<file path="config.mk">
export PLATFORM = sky130hd
export DESIGN_NAME = fastcgi_name_value_parser_flat
export DESIGN_NICKNAME = d
export VERILOG_FILES = /design/src/rtl/fnvp_pkg.sv /design/src/rtl/fnvp_in_if.sv /design/src/rtl/fnvp_out_if.sv /design/src/rtl/fastcgi_name_value_parser.sv /design/src/rtl/fnvp_step.sv /design/src/flat_wrapper.sv
export SDC_FILE = /design/constraint.sdc
export NUM_CORES = 1
export LEC_CHECK = 0
export BUFFER_PORTS_ARGS = -buffer_cell sky130_fd_sc_hd__clkbuf_2
export CAP_MARGIN = 25
export CORE_MARGIN = 4
export CORE_UTILIZATION = 30
export CTS_CLUSTER_DIAMETER = 30
export DETAILED_ROUTE_END_ITERATION = 12
export PLACE_DENSITY_LB_ADDON = 0.15
export SETUP_SLACK_MARGIN = 0.2
export SLEW_MARGIN = 10
export SYNTH_ARGS = -nofsm -noshare
export SYNTH_HDL_FRONTEND = slang
export SYNTH_SLANG_ARGS = --single-unit
</file>
<file path="constraint.sdc">
create_clock -name clk -period 4.45 [get_ports clk]
set_input_delay 0.89 -clock clk [delete_from_list [all_inputs] [get_ports clk]]
set_output_delay 0.89 -clock clk [all_outputs]
set_load 0.02 [all_outputs]
</file>
<file path="src/rtl/fnvp_pkg.sv">
// package: shared types and codes for the fastcgi name-value parser
`timescale 1ns / 1ps
`default_nettype none
package fnvp_pkg;

    // parser phases
    localparam logic [1:0] PH_NAME_LEN  = 2'd0;
    localparam logic [1:0] PH_VALUE_LEN = 2'd1;
    localparam logic [1:0] PH_NAME      = 2'd2;
    localparam logic [1:0] PH_VALUE     = 2'd3;

    // result kinds
    localparam logic [1:0] KIND_NAME    = 2'd0;
    localparam logic [1:0] KIND_VALUE   = 2'd1;
    localparam logic [1:0] KIND_NONE    = 2'd2;

    // long length marker in the first length byte
    localparam int LONG_FLAG_BIT = 7;

    localparam int LEN_W   = 31;
    localparam int COUNT_W = 33;

    typedef struct packed {
        logic [1:0]         phase;
        logic [1:0]         hdr_count;
        logic [LEN_W-1:0]   name_len;
        logic [LEN_W-1:0]   value_len;
        logic [LEN_W-1:0]   left;
        logic [COUNT_W-1:0] consumed;
    } state_t;

    typedef struct packed {
        logic [7:0]         out_byte;
        logic [1:0]         kind;
        logic               field_last;
        logic               record_end;
        logic [COUNT_W-1:0] record_bytes;
        logic               truncated;
    } result_t;

endpackage
`default_nettype wire

</file>
<file path="src/rtl/fnvp_in_if.sv">
// interface: input byte channel of the parser
`timescale 1ns / 1ps
`default_nettype none
interface fnvp_in_if;
    logic       valid;
    logic       ready;
    logic [7:0] data_byte;
    logic       buffer_end;

    modport source (output valid, output data_byte, output buffer_end, input ready);
    modport sink   (input valid, input data_byte, input buffer_end, output ready);
endinterface
`default_nettype wire

</file>
<file path="src/rtl/fnvp_out_if.sv">
// interface: result word channel of the parser
`timescale 1ns / 1ps
`default_nettype none
interface fnvp_out_if;
    logic        valid;
    logic        ready;
    logic [7:0]  out_byte;
    logic [1:0]  kind;
    logic        field_last;
    logic        record_end;
    logic [32:0] record_bytes;
    logic        truncated;

    modport source (output valid, output out_byte, output kind, output field_last,
                    output record_end, output record_bytes, output truncated,
                    input ready);
    modport sink   (input valid, input out_byte, input kind, input field_last,
                    input record_end, input record_bytes, input truncated,
                    output ready);
endinterface
`default_nettype wire

</file>
<file path="src/rtl/fastcgi_name_value_parser.sv">
// top level: fastcgi name-value record parser, one byte per cycle while not stalled
//
// byte_in carries one raw parameter byte per word, with buffer_end on the
// last byte of the available buffer. result_out gives at most one word per
// input byte: name and value bytes tagged by kind with field_last at field
// ends, record_end with record_bytes on the word that completes a record,
// and a header-only word (kind none) for an empty record or for a buffer that
// ends on a length byte. truncated marks a buffer end before the record is
// complete; the receiver drops the bytes of that record.
// throughput: one byte per cycle while byte_in.ready is high, set by the
// combinational parse step between the parser state register and the result register.
// each result word is registered when its byte is accepted. a two-entry
// output stage (result register plus skid register) keeps input flowing
// while the receiver stalls; byte_in.ready drops only when both are full.
// length bytes inside a record give no word.
// reset: rst_n clears the parser to expect a name length and empties the
// output stage.
`timescale 1ns / 1ps
`default_nettype none
module fastcgi_name_value_parser (
    input  wire       clk,
    input  wire       rst_n,
    fnvp_in_if.sink   byte_in,
    fnvp_out_if.source result_out
);
    import fnvp_pkg::*;

    state_t  state_reg;
    state_t  state_next;
    logic    emit;
    result_t result;
    result_t out_data_reg;
    logic    out_valid_reg;
    result_t skid_data_reg;
    logic    skid_valid_reg;
    logic    in_take;
    logic    out_take;

    fnvp_step u_step (
        .state      (state_reg),
        .data_byte  (byte_in.data_byte),
        .buffer_end (byte_in.buffer_end),
        .state_next (state_next),
        .emit       (emit),
        .result     (result)
    );

    assign byte_in.ready = !skid_valid_reg;
    assign in_take       = byte_in.valid && !skid_valid_reg;
    assign out_take      = out_valid_reg && result_out.ready;

    // parser state
    always_ff @(posedge clk or negedge rst_n)
    begin
        if (!rst_n)
            state_reg <= '0;
        else if (in_take)
            state_reg <= state_next;
    end

    // output stage control
    always_ff @(posedge clk or negedge rst_n)
    begin
        if (!rst_n)
        begin
            out_valid_reg  <= 1'b0;
            skid_valid_reg <= 1'b0;
        end
        else
        begin
            if (out_take)
            begin
                if (skid_valid_reg)
                begin
                    out_valid_reg  <= 1'b1;
                    skid_valid_reg <= 1'b0;
                end
                else
                    out_valid_reg <= in_take && emit;
            end
            else if (!out_valid_reg)
                out_valid_reg <= in_take && emit;
            else if (in_take && emit)
                skid_valid_reg <= 1'b1;
        end
    end

    // output stage payload
    always_ff @(posedge clk)
    begin
        if (out_take)
        begin
            if (skid_valid_reg)
                out_data_reg <= skid_data_reg;
            else
                out_data_reg <= result;
        end
        else if (!out_valid_reg)
            out_data_reg <= result;
        else if (in_take && emit)
            skid_data_reg <= result;
    end

    assign result_out.valid        = out_valid_reg;
    assign result_out.out_byte     = out_data_reg.out_byte;
    assign result_out.kind         = out_data_reg.kind;
    assign result_out.field_last   = out_data_reg.field_last;
    assign result_out.record_end   = out_data_reg.record_end;
    assign result_out.record_bytes = out_data_reg.record_bytes;
    assign result_out.truncated    = out_data_reg.truncated;

endmodule
`default_nettype wire

</file>
<file path="src/rtl/fnvp_step.sv">
// module: next-state and result logic for one parameter byte
`timescale 1ns / 1ps
`default_nettype none
module fnvp_step (
    input  fnvp_pkg::state_t  state,
    input  logic [7:0]        data_byte,
    input  logic              buffer_end,
    output fnvp_pkg::state_t  state_next,
    output logic              emit,
    output fnvp_pkg::result_t result
);
    import fnvp_pkg::*;

    logic [LEN_W-1:0]   len_in;
    logic [LEN_W-1:0]   len_new;
    logic [1:0]         hdr_new;
    logic               len_done;
    logic [COUNT_W-1:0] consumed_inc;
    logic               word_out;
    logic               done;
    logic               field_end;
    state_t             st;

    // length collector, one or four bytes
    always_comb
    begin
        len_in = (state.phase == PH_NAME_LEN) ? state.name_len : state.value_len;
        if (state.hdr_count == 2'd0)
        begin
            if (data_byte[LONG_FLAG_BIT])
            begin
                len_new  = {{(LEN_W-7){1'b0}}, data_byte[6:0]};
                hdr_new  = 2'd1;
                len_done = 1'b0;
            end
            else
            begin
                len_new  = {{(LEN_W-8){1'b0}}, data_byte};
                hdr_new  = 2'd0;
                len_done = 1'b1;
            end
        end
        else
        begin
            len_new  = {len_in[LEN_W-9:0], data_byte};
            hdr_new  = state.hdr_count + 2'd1;
            len_done = (hdr_new == 2'd0);
        end
    end

    assign consumed_inc = state.consumed + {{(COUNT_W-1){1'b0}}, 1'b1};
    assign field_end    = (state.left == {{(LEN_W-1){1'b0}}, 1'b1});

    // phase sequencing
    always_comb
    begin
        st            = state;
        st.consumed   = consumed_inc;
        word_out      = 1'b0;
        done          = 1'b0;
        result.out_byte   = 8'd0;
        result.kind       = KIND_NONE;
        result.field_last = 1'b0;
        case (state.phase)
            PH_NAME_LEN:
            begin
                st.name_len  = len_new;
                st.hdr_count = hdr_new;
                if (len_done)
                    st.phase = PH_VALUE_LEN;
            end
            PH_VALUE_LEN:
            begin
                st.value_len = len_new;
                st.hdr_count = hdr_new;
                if (len_done)
                begin
                    if (state.name_len != '0)
                    begin
                        st.phase = PH_NAME;
                        st.left  = state.name_len;
                    end
                    else if (len_new != '0)
                    begin
                        st.phase = PH_VALUE;
                        st.left  = len_new;
                    end
                    else
                    begin
                        word_out = 1'b1;
                        done     = 1'b1;
                    end
                end
            end
            PH_NAME:
            begin
                word_out          = 1'b1;
                result.out_byte   = data_byte;
                result.kind       = KIND_NAME;
                st.left           = state.left - {{(LEN_W-1){1'b0}}, 1'b1};
                if (field_end)
                begin
                    result.field_last = 1'b1;
                    if (state.value_len != '0)
                    begin
                        st.phase = PH_VALUE;
                        st.left  = state.value_len;
                    end
                    else
                        done = 1'b1;
                end
            end
            default:
            begin
                word_out          = 1'b1;
                result.out_byte   = data_byte;
                result.kind       = KIND_VALUE;
                st.left           = state.left - {{(LEN_W-1){1'b0}}, 1'b1};
                if (field_end)
                begin
                    result.field_last = 1'b1;
                    done              = 1'b1;
                end
            end
        endcase

        result.record_end   = done;
        result.record_bytes = done ? consumed_inc : '0;
        result.truncated    = buffer_end && !done;
        emit                = word_out || buffer_end;

        // record finished or buffer ended: back to the reset state
        if (done || buffer_end)
            state_next = '0;
        else
            state_next = st;
    end

endmodule
`default_nettype wire
</file>
<file path="src/flat_wrapper.sv">
// flat-port wrapper written by rule: the top's interface ports become plain ports
module fastcgi_name_value_parser_flat import fnvp_pkg::*;
  (clk, rst_n, byte_in_valid, byte_in_data_byte, byte_in_buffer_end, byte_in_ready, result_out_valid, result_out_out_byte, result_out_kind, result_out_field_last, result_out_record_end, result_out_record_bytes, result_out_truncated, result_out_ready);
  fnvp_in_if byte_in_i ();
  fnvp_out_if result_out_i ();
  input  wire clk;
  input  wire rst_n;
  input wire logic [$bits(byte_in_i.valid)-1:0] byte_in_valid;
  input wire logic [$bits(byte_in_i.data_byte)-1:0] byte_in_data_byte;
  input wire logic [$bits(byte_in_i.buffer_end)-1:0] byte_in_buffer_end;
  output wire logic [$bits(byte_in_i.ready)-1:0] byte_in_ready;
  output wire logic [$bits(result_out_i.valid)-1:0] result_out_valid;
  output wire logic [$bits(result_out_i.out_byte)-1:0] result_out_out_byte;
  output wire logic [$bits(result_out_i.kind)-1:0] result_out_kind;
  output wire logic [$bits(result_out_i.field_last)-1:0] result_out_field_last;
  output wire logic [$bits(result_out_i.record_end)-1:0] result_out_record_end;
  output wire logic [$bits(result_out_i.record_bytes)-1:0] result_out_record_bytes;
  output wire logic [$bits(result_out_i.truncated)-1:0] result_out_truncated;
  input wire logic [$bits(result_out_i.ready)-1:0] result_out_ready;
  assign byte_in_i.valid = byte_in_valid;
  assign byte_in_i.data_byte = byte_in_data_byte;
  assign byte_in_i.buffer_end = byte_in_buffer_end;
  assign byte_in_ready = byte_in_i.ready;
  assign result_out_valid = result_out_i.valid;
  assign result_out_out_byte = result_out_i.out_byte;
  assign result_out_kind = result_out_i.kind;
  assign result_out_field_last = result_out_i.field_last;
  assign result_out_record_end = result_out_i.record_end;
  assign result_out_record_bytes = result_out_i.record_bytes;
  assign result_out_truncated = result_out_i.truncated;
  assign result_out_i.ready = result_out_ready;
  fastcgi_name_value_parser u_core (.clk(clk), .rst_n(rst_n), .byte_in(byte_in_i), .result_out(result_out_i));
endmodule
</file>
# Word-level counts from Yosys, hierarchy flattened
# Cells that the tools add are included.
# op_classes
add_sub_neg,3
n_mux,42
reduce_logical,28
eq_ne,10
bitwise,1
# op_table
op,count
$mux 31,8
$mux 46,3
$mux 130,1
$pmux 31 s3,1
$reduce_bool 31->1,3
$add 33x1->33 const B,1
$mux 33,1
$eq 31x1->1 const B,1
$sub 31x1->31 const B,1
$mux 23,1
$pmux 11 s2,1
$mux 2,8
$mux 1,15
$reduce_bool 2->1,5
$ne 3x3->1 const B,3
$reduce_and 2->1,4
$reduce_and 7->1,1
$logic_not 2->1,3
$pmux 2 s3,1
$logic_and 1x1->1,4
$ne 4x4->1 const B,1
$reduce_and 4->1,1
$reduce_bool 4->1,1
$ne 3x2->1 const B,1
12 further kinds,14
# word_totals
output_inout_bits,48
input_bits,13
elab_cells,104
regBits,224

# Depth between registers and ports, before layout
# Gate-level depths: netlist of the first run.
# depth
depth_word,13
ltp_mapped,12
ltp_nobuf,10

# Hierarchy
# From an unflattened synthesis of the first run, not the netlist that was laid out.
# hier_totals
cells_unflattened,1294
area_unflattened_um2,13558.0
# by_module_without_submodules
mod,cells_per_inst,n_inst,area_each_um2
fastcgi_name_value_parser,428,1,8639.5
fnvp_step,866,1,4918.5

# Least setup slack after synthesis of the first run
# Ideal clock, no wire load.
# synth_path
path_type,input-to-reg
start,input port byte_in_data_byte[4]
end,register u_core.skid_data_reg[0] (netlist bit) (enable)
setup_ns,0.408
arrival_time_ns,3.113
n_path_buf,0
required_ns,4.042
setup_slack_ns,0.928
stages,6
cell_sequence,nor4b_1 > nand3_1 > nor3_1 > o211ai_2 > o21ai_0 > and3_1
# synth_between
elab_chain_cells,9
# synth_rtl
item,line,text
start: declaration,flat_wrapper.sv:9,input wire logic [$bits(byte_in_i.data_byte)-1:0] byte_in_data_byte;
$mux 31,fnvp_step.sv:28,if (state.hdr_count == 2'd0)
$reduce_bool 31->1,fnvp_step.sv:83,else if (len_new != '0)
$mux 1,fnvp_step.sv:83,
$mux 1,fnvp_step.sv:78,if (state.name_len != '0)
$mux 1,fnvp_step.sv:76,if (len_done)
$pmux 1 s2,fnvp_step.sv:64,case (state.phase)
$logic_or 1x1->1,fnvp_step.sv:130,emit = word_out || buffer_end;
$logic_and 1x1->1,fastcgi_name_value_parser.sv:100,else if (in_take && emit)
$reduce_and 3->1 (no line),--,
end signal: assignment,fastcgi_name_value_parser.sv:101,skid_data_reg <= result;
end: declaration,fastcgi_name_value_parser.sv:34,result_t skid_data_reg;
# No other way between the ends.
# A chain may end at the register's enable or synchronous reset.

# Worst setup path in the final report of the first run
# layout_path
start,register u_core.state_reg[53] (netlist bit)
end,register u_core.state_reg[47] (netlist bit)
# layout_between
elab_chain_cells,6
# layout_rtl
item,line,text
start: declaration,fastcgi_name_value_parser.sv:28,state_t state_reg;
start signal: assignment,fastcgi_name_value_parser.sv:58,state_reg <= state_next;
$eq 31x1->1 (*),fnvp_step.sv:52,"assign field_end = (state.left == {{(LEN_W-1){1'b0}}, 1'b1});"
$mux 1 (on tied branches),"fnvp_step.sv:119, fnvp_step.sv:101",
$pmux 1 s3,fnvp_step.sv:64,
$logic_or 1x1->1,fnvp_step.sv:133,if (done || buffer_end)
"$ne 4x4->1 (no line), or another cell as far along",--,
$reduce_and 4->1 (no line),--,
# Mark *: on every way between the ends. The rest lies on a longest branch, timed or not.

==> summary.md, run 1 <==
| Metric | Value |
|---|---|
| Post-synthesis cell type count | 65 |
| Syn Inst Count | 1231 |
| Residual DRC count | 0 |
| Status | completed |
| HPWL Detailed | 25.4 mm |
| Post-CTS sizing | 0 |
| Number of flops mapped to enable cells by yosys | 92 |
| Final period utilization | 82.0% |
| DR iter-0 viols | 613 |
| Post-layout net count | 1326 |
| Sequential-to-total area share from yosys stat | 50.4% |
| Core ar. | 39600 um2 |
| Drt wl/cell | 19.9 um |
| Syn Std Cell Area | 12000 um2 |
| Worst min path class | in -> async |
| Maximum fanout along the worst path | 24 |
| Maximum vdd ir drop | 0.000299 V |
| Comb pwr share | 29.5% |
| Full die area | 43400 um2 |
| Die height | 208 um |
| IO buf count | 60 |
| Yosys warnings | 0 |
| Initial antenna violation count | 0 |
| Max incr delay on CP | 0.64 ns |
| CTS Buffer Depth | 3 |
| CTS tree | yes |
| Top_reg_cell synth | dfrtp_1 |
| I/O pin cnt | 61 |
| Final Hold Fails | 0 |
| Crit end category | flop |
| DRT Pass-1 Iters | 5 |
| Synth Net Count | 1253 |
| Largest net degree at the start of global routing | 76 |
| Crit path max-delay family | simple AND/OR/NAND/NOR gates |
| Post-CTS Setup Bufs | 0 |
| Cell internal pwr | 6.82 mW |
| Via count | 9885 |
| Leak Pwr | 6.13 nW |
| Worst path bufs/invs | 0 |
| Worst R2R Setup Slack | 0.80 ns |
| Fmax achieved | 274 MHz |
| Share of post-route cells with drive strength above 1 | 17.0% |
| Total gr overflow | 0 |
| Crit-path cells | nor4_1 > nand4_1 > or3_4 > o21ai_4 > nand2_2 > a221o_1 > a221o_1 |
| Commonest non-fill, non-tap cell in the layout | nand2_1 |
| Rows | 73 |
| CTS Sinks | 224 |
| FFs w/ async S/R, synth | 58.9% |
| Final slew viol count | 0 |
| Final ANT Viol Nets | 0 |
| Area Overhead vs Synth | 25.6% |
| Commonest cells after routing, fill and taps aside | 139 x nand2_1, 132 x dfrtp_1, 99 x nor2_1 |
| Global-route wire length before repair | 59.1 mm |
| Clock skew | 0.0208 ns |
| Startpoint Class | flop |
| Slowest CP cell | nor4_1 |
| WP data required | 4.89 ns |
| PwrDens | 706 nW/um2 |
| #FFs+latches synth | 224 |
| Syn_area_per_cell | 9.77 um2 |
| Max reg flops | 130 |
| Global-route usage over all layers | 17.1% |
| Unrepaired setup endpoints after global routing | false |
| Final core occ | 38.1% |
| Clk root buf | clkbuf_16 |
| Total negative slack | 0 ns |
| Worst slew margin | 36.8% |
| Worst-Skew Late Latency | 0.56 ns |
| Hold buffer count at CTS | 0 |
| Die W | 208 um |
| CTS Buf Count | 66 |
| H-tree levels | 3 |
| Final worst path period need | 3.65 ns |
| Final setup vio count | 0 |
| Power share of the clock group | 42.9% |
| Maxcap violations | 0 |
| N_diodes | 0 |
| Setup CP Type | reg -> reg |
| Net Sw Power | 3.84 mW |
| CP arrival | 4.09 ns |
| DR vias/cell | 5.27 |
| Sw Share | 36.0% |
| Initial core utilization | 30.3% |
| Vias in the first global route | 10002 |
| Total Wirelength | 37.4 mm |
| Sequential Power Share | 27.6% |
| Tightest Pin Transition | 0.940 ns |
| Crit-path most repeated cell | a221o_1 |
| Clk slew on worst S/H paths | 0.04 ns |
| Gpl congestion | 0.835 |
## layout make-up
type	instances	area [um2]
Tap cell	525	657
Timing Repair Buffer	88	567
Sequential cell	224	6070
Clock buffer	96	1940
Multi-Input combinational cell	858	5370
Clock inverter	20	258
Fill cell	4013	24500
Inverter	66	248
## routing by layer
layer  global-route usage (%)  share of wire [%]  vias up
li1                         -                  -     4690
met4                     7.50                3.7        0
met2                     26.4                 45      287
met1                     22.7                 45     4820
met5                        0                  0        -
met3                     4.31                5.7       88
## logic make-up (layout without fill, tap and decap cells)
logic type / Yosys count / count (layout) / share of synthesized area (%)
flops: 224 / 224 / 50.4
buf+inv: 149 / 270 / 5.13
simple gates: 427 / 427 / 17.2
mux: 76 / 76 / 6.54
compound gates: 309 / 309 / 17.0
fa+ha+maj: 9 / 9 / 0.936
xor+xnor: 37 / 37 / 2.69
## through the flow
stage / area (um2) / hold WS [ns] / cells / power, mW / worst slack [ns]
floorplan: 12000 / 0.463 / 1231 / 5.01 / 0.928
global placement: 12900 / 0.485 / 1760 / 6.10 / 0.747
detailed placement: 12900 / 0.495 / 1760 / 6.09 / 0.660
CTS: 15100 / 0.342 / 1876 / 10.7 / 0.889
global route: 15100 / 0.368 / 1877 / 11.2 / 0.675
finish: 15100 / 0.321 / 1877 / 10.7 / 0.799
## final timing paths
kind	start	endpoint	cells past startpoint
hold reg to reg	u_core.state_reg[90]	u_core.state_reg[90]	2
setup / recovery	u_core.state_reg[53]	u_core.state_reg[47]	7
max in group asynchronous	rst_n	u_core.state_reg[75]	2
min in group clk	u_core.state_reg[90]	u_core.state_reg[90]	2
setup reg to reg	u_core.state_reg[53]	u_core.state_reg[47]	7
hold / removal	rst_n	u_core.state_reg[120]	1
## synthesized netlist by cell type (all sizes together) (3+ instances only)
master	instances	share of area (%)
edfxtp	92	23
ha	9	0.94
o21ai	72	3.2
a31oi	19	0.99
xor2	8	0.58
or4	7	0.50
a22o	7	0.51
or2	3	0.16
nor4	26	1.5
o211ai	28	1.8
or3	19	1.1
and2	13	0.68
and3	19	0.99
a21oi	65	2.7
nor3	30	1.3
xnor2	29	2.1
mux2	21	2.0
and4	4	0.29
nor2	99	3.1
inv	66	2.1
mux2i	55	4.6
nand4	9	0.47
buf	27	1.3
o31ai	36	2.2
clkbuf	56	1.7
o2bb2ai	18	1.3
nor3b	9	0.56
o22ai	14	0.73
dfrtp	132	27
nand3	39	1.6
nand2	140	4.4
nor2b	5	0.26
a221oi	14	1.0
a21o	15	0.94
## power by group through the flow
stage | Sequential [mW] | Combinational, mW | Clock [mW]
finish | 2.94 | 3.15 | 4.57
global route | 3.00 | 3.43 | 4.79
CTS | 2.95 | 3.13 | 4.67
detailed placement | 2.97 | 3.12 | 0
global placement | 2.96 | 3.14 | 0
floorplan | 3.02 | 1.99 | 0
Power figures use the tool's default switching activity.
==> inputs of run 2 (changes only) <==
==> constraint.sdc (replaced) <==
create_clock -name clk -period 3.83 [get_ports clk]
set_input_delay 0.766 -clock clk [delete_from_list [all_inputs] [get_ports clk]]
set_output_delay 0.766 -clock clk [all_outputs]
set_load 0.02 [all_outputs]
==> run 2 against run 1 <==
Net effect: cell area increased by 1.3%; sequential power increased by 17%; combinational power increased by 17%; clock skew increased by 0.012 ns; maximum frequency increased by 8.6%; clock-buffer cell count decreased by 21; clock power increased by 23%; routed wire length increased by 0.56%; register-to-register slack got worse by 0.33 ns; die area unchanged; critical path depth unchanged; sequential cell count unchanged; critical endpoint unchanged.
==> summary.md, run 2 (synthesized netlist as in run 1, its figures left out) <==
| Metric | Value |
|---|---|
| Drt wl/cell | 20.0 um |
| Clk slew on worst S/H paths | 0.04 ns |
| Final Hold Fails | 0 |
| Max incr delay on CP | 0.47 ns |
| Slowest CP cell | or4_4 |
| Post-CTS Setup Bufs | 0 |
| Rows | 73 |
| Die W | 208 um |
| Final slew viol count | 0 |
| Final worst path period need | 3.36 ns |
| DR iter-0 viols | 549 |
| Initial antenna violation count | 0 |
| Share of post-route cells with drive strength above 1 | 17.9% |
| Crit end category | flop |
| Worst R2R Setup Slack | 0.47 ns |
| WP data required | 4.31 ns |
| Worst min path class | in -> async |
| Via count | 9821 |
| Largest net degree at the start of global routing | 66 |
| Crit-path cells | or3_4 > or4_4 > or3_4 > o21ai_4 > nand2_2 > a221o_1 > a221o_1 |
| PwrDens | 832 nW/um2 |
| DRT Pass-1 Iters | 5 |
| Area Overhead vs Synth | 27.2% |
| Residual DRC count | 0 |
| CTS Buf Count | 61 |
| Leak Pwr | 6.22 nW |
| Worst slew margin | 43.9% |
| Tightest Pin Transition | 0.834 ns |
| Total Wirelength | 37.7 mm |
| CTS Buffer Depth | 3 |
| CP arrival | 3.85 ns |
| Reg-to-reg startpoint | u_core.state_reg[47] |
| HPWL Detailed | 25.6 mm |
| Worst-Skew Late Latency | 0.60 ns |
| Max reg flops | 130 |
| Setup CP Type | reg -> reg |
| Global-route wire length before repair | 59.1 mm |
| Global-route usage over all layers | 17.1% |
| Commonest non-fill, non-tap cell in the layout | nand2_1 |
| Die height | 208 um |
| Fmax achieved | 297 MHz |
| Total negative slack | 0 ns |
| FF-to-FF End | u_core.state_reg[47] |
| Status | completed |
| CTS tree | yes |
| Total gr overflow | 0 |
| IO buf count | 60 |
| Hold buffer count at CTS | 0 |
| H-tree levels | 2 |
| Maximum vdd ir drop | 0.000357 V |
| Maxcap violations | 0 |
| Vias in the first global route | 9897 |
| Final period utilization | 87.8% |
| Clock skew | 0.0324 ns |
| Core ar. | 39600 um2 |
| Maximum fanout along the worst path | 24 |
| Full die area | 43400 um2 |
| DR vias/cell | 5.21 |
| Post-CTS sizing | 0 |
| Commonest cells after routing, fill and taps aside | 139 x nand2_1, 132 x dfrtp_1, 99 x nor2_1 |
| N_diodes | 0 |
| Clk root buf | clkbuf_16 |
| CTS Sinks | 224 |
| Initial core utilization | 30.3% |
| Final ANT Viol Nets | 0 |
| Fillers | 3990 |
| Startpoint Class | flop |
| Unrepaired setup endpoints after global routing | false |
| Final setup vio count | 0 |
| Reg2Reg Depth | 7 |
| Final Total Pwr | 12.7 mW |
| I/O pin cnt | 61 |
| Post-layout net count | 1331 |
| Gpl congestion | 0.856 |
run 2: changes by cell type in the layout (fill, tap and decap cells not counted), moves of 6 or more:
cell	previous run	this run
buf_4	24	31
bufinv_16	4	16
clkbuf_1	16	8
clkbuf_16	69	62
clkbuf_8	11	5
clkinv_2	5	11
clkinvlp_4	0	6
run 2: how the worst max path moves through the flow:
stage,startpoint,end,slack (ns)
floorplan,u_core.state_reg[64],u_core.skid_data_reg[0],0.39
global placement,u_core.state_reg[47],u_core.state_reg[47],0.51
detailed placement,u_core.state_reg[47],u_core.state_reg[47],0.48
CTS,u_core.state_reg[47],u_core.state_reg[47],0.48
global route,u_core.state_reg[41],u_core.state_reg[47],0.27
finish,u_core.state_reg[47],u_core.state_reg[47],0.47
run 2: critical path, delay by kind of cell, from the launching register on:
kind | cells | cell delay, ns
flip-flops | 1 | 0.42
AND/OR/NAND/NOR | 4 | 1.75
AO/OA/AOI/OAI | 3 | 1.08
run 2: routing by layer:
metal  share of wire (%)  track usage, %  up-vias
li1                    -               -     4688
met1                  45            22.8     4837
met2                  46            27.1      226
met3                 4.7            3.92       70
met4                 3.3            6.68        0
met5                   0               0        -
run 2: power breakdown:
part / internal, mW / leakage (nW) / total (mW) / switching (mW)
logic: 1.21 / 2.37 / 3.68 / 2.46
clock network: 4.09 / 1.10 / 5.63 / 1.54
registers: 3.01 / 2.74 / 3.44 / 0.425
run 2: metrics by stage:
step / setup slack, ns / instances / instance area (um2) / hold slack, ns / utilization [%]
2_1_floorplan: 0.386 / 1231 / 12000 / 0.463 / -
3_3_place_gp: 0.513 / 1770 / 13000 / 0.486 / 32.8
3_5_place_dp: 0.479 / 1771 / 13000 / 0.500 / 32.8
4_1_cts: 0.478 / 1885 / 15300 / 0.198 / 38.6
5_1_grt: 0.271 / 1885 / 15300 / 0.219 / 38.6
6_report: 0.468 / 1885 / 15300 / 0.177 / 38.6
run 2: layout make-up:
class | count | area, um2 | share of cell area [%]
Timing Repair Buffer | 98 | 679 | 4.44
Clock inverter | 39 | 634 | 4.15
Sequential cell | 224 | 6070 | 39.6
Clock buffer | 75 | 1650 | 10.8
Inverter | 66 | 248 | 1.62
Multi-Input combinational cell | 858 | 5370 | 35.1
Tap cell | 525 | 657 | 4.29
==> inputs of run 3 (changes only) <==
--- a/config.mk
+++ b/config.mk
@@ -16,4 +16,5 @@
 export SLEW_MARGIN = 10
 export SYNTH_ARGS = -nofsm -noshare
 export SYNTH_HDL_FRONTEND = slang
+export SYNTH_HIERARCHICAL = 1
 export SYNTH_SLANG_ARGS = --single-unit
==> run 3 against run 2 <==
Net effect: hold slack gained 0.12 ns; power increased by 20%; area after synthesis rose by 13%; maximum frequency decreased by 2.1%; routed wire length increased by 19%; first-iteration DRC count up 79%; largest power group is now combinational logic; critical path type unchanged; combinational power is 70% higher; critical endpoint is now u_core/state_reg[52]; sequential cell count stayed put; synthesized cell count increased by 5.1%.
==> summary.md, run 3 <==
| Metric | Value |
|---|---|
| Area share of xor/xnor cells in the synthesized design | 3.55% |
| Max incr delay on CP | 0.58 ns |
| Worst slew margin | 32.9% |
| Final slew viol count | 0 |
| Final Instance Area | 16900 um2 |
| Vias in the first global route | 11017 |
| DR vias/cell | 5.41 |
| Synth Net Count | 1312 |
| Main area contributors after synthesis | dfrtp_1 24%, edfxtp_1 20%, mux2_4 9.9% |
| DRT Pass-1 Iters | 5 |
| Setup CP Type | reg -> reg |
| Combinational family with the most area after synthesis | multiplexers |
| Total Wirelength | 44.8 mm |
| Yosys warnings | 6 |
| Crit-path most repeated cell | buf_4 |
| Mux share of post-synthesis cell area | 18.4% |
| Leak Pwr | 7.11 nW |
| N_diodes | 0 |
| Die height | 221 um |
| Final ANT Viol Nets | 0 |
| Sequential-to-total area share from yosys stat | 44.7% |
| CTS Buffer Depth | 3 |
| Final setup vio count | 0 |
| CP arrival | 3.93 ns |
| Rows | 77 |
| Crit-path cells | nor4_2 > nand4_1 > buf_4 > o211ai_1 > buf_4 > mux2_2 > a21oi_1 > nor2_1 > o31ai_1 > mux2_4 |
| Maximum vdd ir drop | 0.000359 V |
| Hold slack final | 0.292 ns |
| Total negative slack | 0 ns |
| WP data required | 4.32 ns |
| Drt wl/cell | 22.0 um |
| Clk root buf | clkbuf_16 |
| Fmax achieved | 291 MHz |
| Startpoint Class | flop |
| Global-route wire length before repair | 68.6 mm |
| Worst min path class | in -> async |
| Share of post-route cells with drive strength above 1 | 30.3% |
| Post-synthesis adder-cell area fraction | 0.461% |
| CTS tree | yes |
| Top_reg_cell synth | dfrtp_1 |
| HPWL Detailed | 29.9 mm |
| Syn Inst Count | 1294 |
| Post-Layout Cell Count | 2036 |
| Gpl congestion | 0.875 |
| Clk slew on worst S/H paths | 0.04 ns |
| Initial core utilization | 30.5% |
| FFs w/ async S/R, synth | 58.9% |
| Slowest CP cell | nor4_2 |
| Via count | 11010 |
| Worst slack, placed | 0.320 ns |
| Post-route setup slack | 0.395 ns |
| CTS Buf Count | 69 |
| Syn Std Cell Area | 13600 um2 |
| CP Launch Point | u_core/state_reg[80] |
| Residual DRC count | 0 |
| Hold buffer count at CTS | 0 |
| Final period utilization | 89.7% |
| Synth top cells by count | 133 x nand2_1, 132 x dfrtp_1, 120 x nor2_1, 109 x a21oi_1, 92 x edfxtp_1 |
| Final worst path period need | 3.44 ns |
| Global-route usage over all layers | 18.3% |
| #FFs+latches synth | 224 |
| Commonest cells after routing, fill and taps aside | 131 x dfrtp_1, 131 x nand2_1, 119 x nor2_1 |
| DP Cell Count | 1914 |
| Maximum fanout along the worst path | 12 |
| Multi-input logic area | 7000 um2 |
| Unrepaired setup endpoints after global routing | false |
| Crit end category | flop |
| Yosys top cell area share | 24.4% |
| Final Total Pwr | 15.3 mW |
| Die W | 221 um |
| Number of flops mapped to enable cells by yosys | 92 |
| Full die area | 48700 um2 |
| Fillers | 4414 |
| Status | completed |
| Tightest Pin Transition | 0.991 ns |
| Maxcap violations | 0 |
| Synth Area in Simple Gates | 17.0% |
| CTS Sinks | 224 |
| IO buf count | 60 |
| Count leader, synth | nand2_1 |
| Worst-Skew Late Latency | 0.56 ns |
| Final Hold Fails | 0 |
| Reg-to-reg startpoint | u_core/state_reg[80] |
| PwrDens | 905 nW/um2 |
| H-tree levels | 3 |
| Post-DP Area | 14600 um2 |
| Initial antenna violation count | 0 |
| Post-layout net count | 1411 |
| Sequential Area | 6070 um2 |
| Synth area leader | dfrtp_1 |
| Syn_area_per_cell | 10.5 um2 |
| Complex-gate fraction of the synthesized area | 11.9% |
| Post-synthesis cell type count | 84 |
| Max reg flops | 130 |
| DR iter-0 viols | 982 |
| I/O pin cnt | 61 |
| Largest net degree at the start of global routing | 79 |
| Core ar. | 44400 um2 |
| Area Overhead vs Synth | 24.6% |
| Final core occ | 38.0% |
| Clock skew | 0.0253 ns |
| Total gr overflow | 0 |
[run 3: cell types whose count changed in the layout (fill, tap and decap cells not counted), sizes merged, moves of 16 or more]
cell / previous run / this run
o21ai: 72 / 37
a21oi: 65 / 110
o2bb2ai: 18 / 1
nor2: 99 / 120
mux2: 21 / 180
o211ai: 28 / 4
mux2i: 55 / 13
o31ai: 36 / 5
inv: 67 / 19
buf: 39 / 55
nand3: 39 / 70
xor2: 8 / 27
[run 3: final cells by class]
cell class	instances	area share, %
well taps	592	4.39
inverters	18	0.400
multi-input cells	966	41.5
flip-flops and latches	224	35.9
repair buffers	114	4.59
clock buffers	89	11.2
clock inverters	33	2.02
[run 3: routing by layer]
| metal | GRT usage [%] | up-vias | part of all wire [%] |
|---|---|---|---|
| met5 | 0 | - | 0 |
| met4 | 8.05 | 0 | 4.0 |
| met3 | 3.93 | 111 | 6.6 |
| met2 | 28.3 | 424 | 45 |
| met1 | 24.8 | 5479 | 44 |
| li1 | - | 4996 | - |
[run 3: cell families (layout without fill, tap and decap cells)]
group | Yosys count | count (layout)
fa+ha+maj | 5 | 5
xor+xnor | 55 | 55
flops | 224 | 224
simple gates | 463 | 463
mux | 193 | 193
compound gates | 250 | 250
buf+inv | 104 | 254
[run 3: path summary, 6_finish.rpt]
kind | end | slack (ns) | cells after the start
max reg2reg | u_core/state_reg[52] | 0.39 | 10
min in group clk | u_core/skid_valid_reg | 0.49 | 2
min | u_core/state_reg[100] | 0.29 | 1
max in group asynchronous | u_core/state_reg[4] | 2.69 | 2
max | u_core/state_reg[52] | 0.39 | 10
min reg2reg | u_core/state_reg[32] | 0.53 | 1
[run 3: what timing repair did]
item / in CTS / in global routing
setup buffers: 0 / 0
gates resized for setup: 0 / 4
endpoints found under the setup margin: 0 / 81
[run 3: worst max-delay path: cells and delay by family, from the launching register on]
kind	cells	cell delay, ns
buffers and inverters	2	0.55
DFF	1	0.49
AOI/OAI and AO/OA	3	0.97
and+or+nand+nor	3	0.78
muxes	2	0.56
[run 3: report_power, final]
group          switching [mW]  leakage (nW)  total, mW  internal [mW]
clock network            1.60          1.10       5.37           3.78
logic                    3.81          3.24       6.24           2.43
registers               0.658          2.77       3.67           3.02
total                    6.06          7.11       15.3           9.22
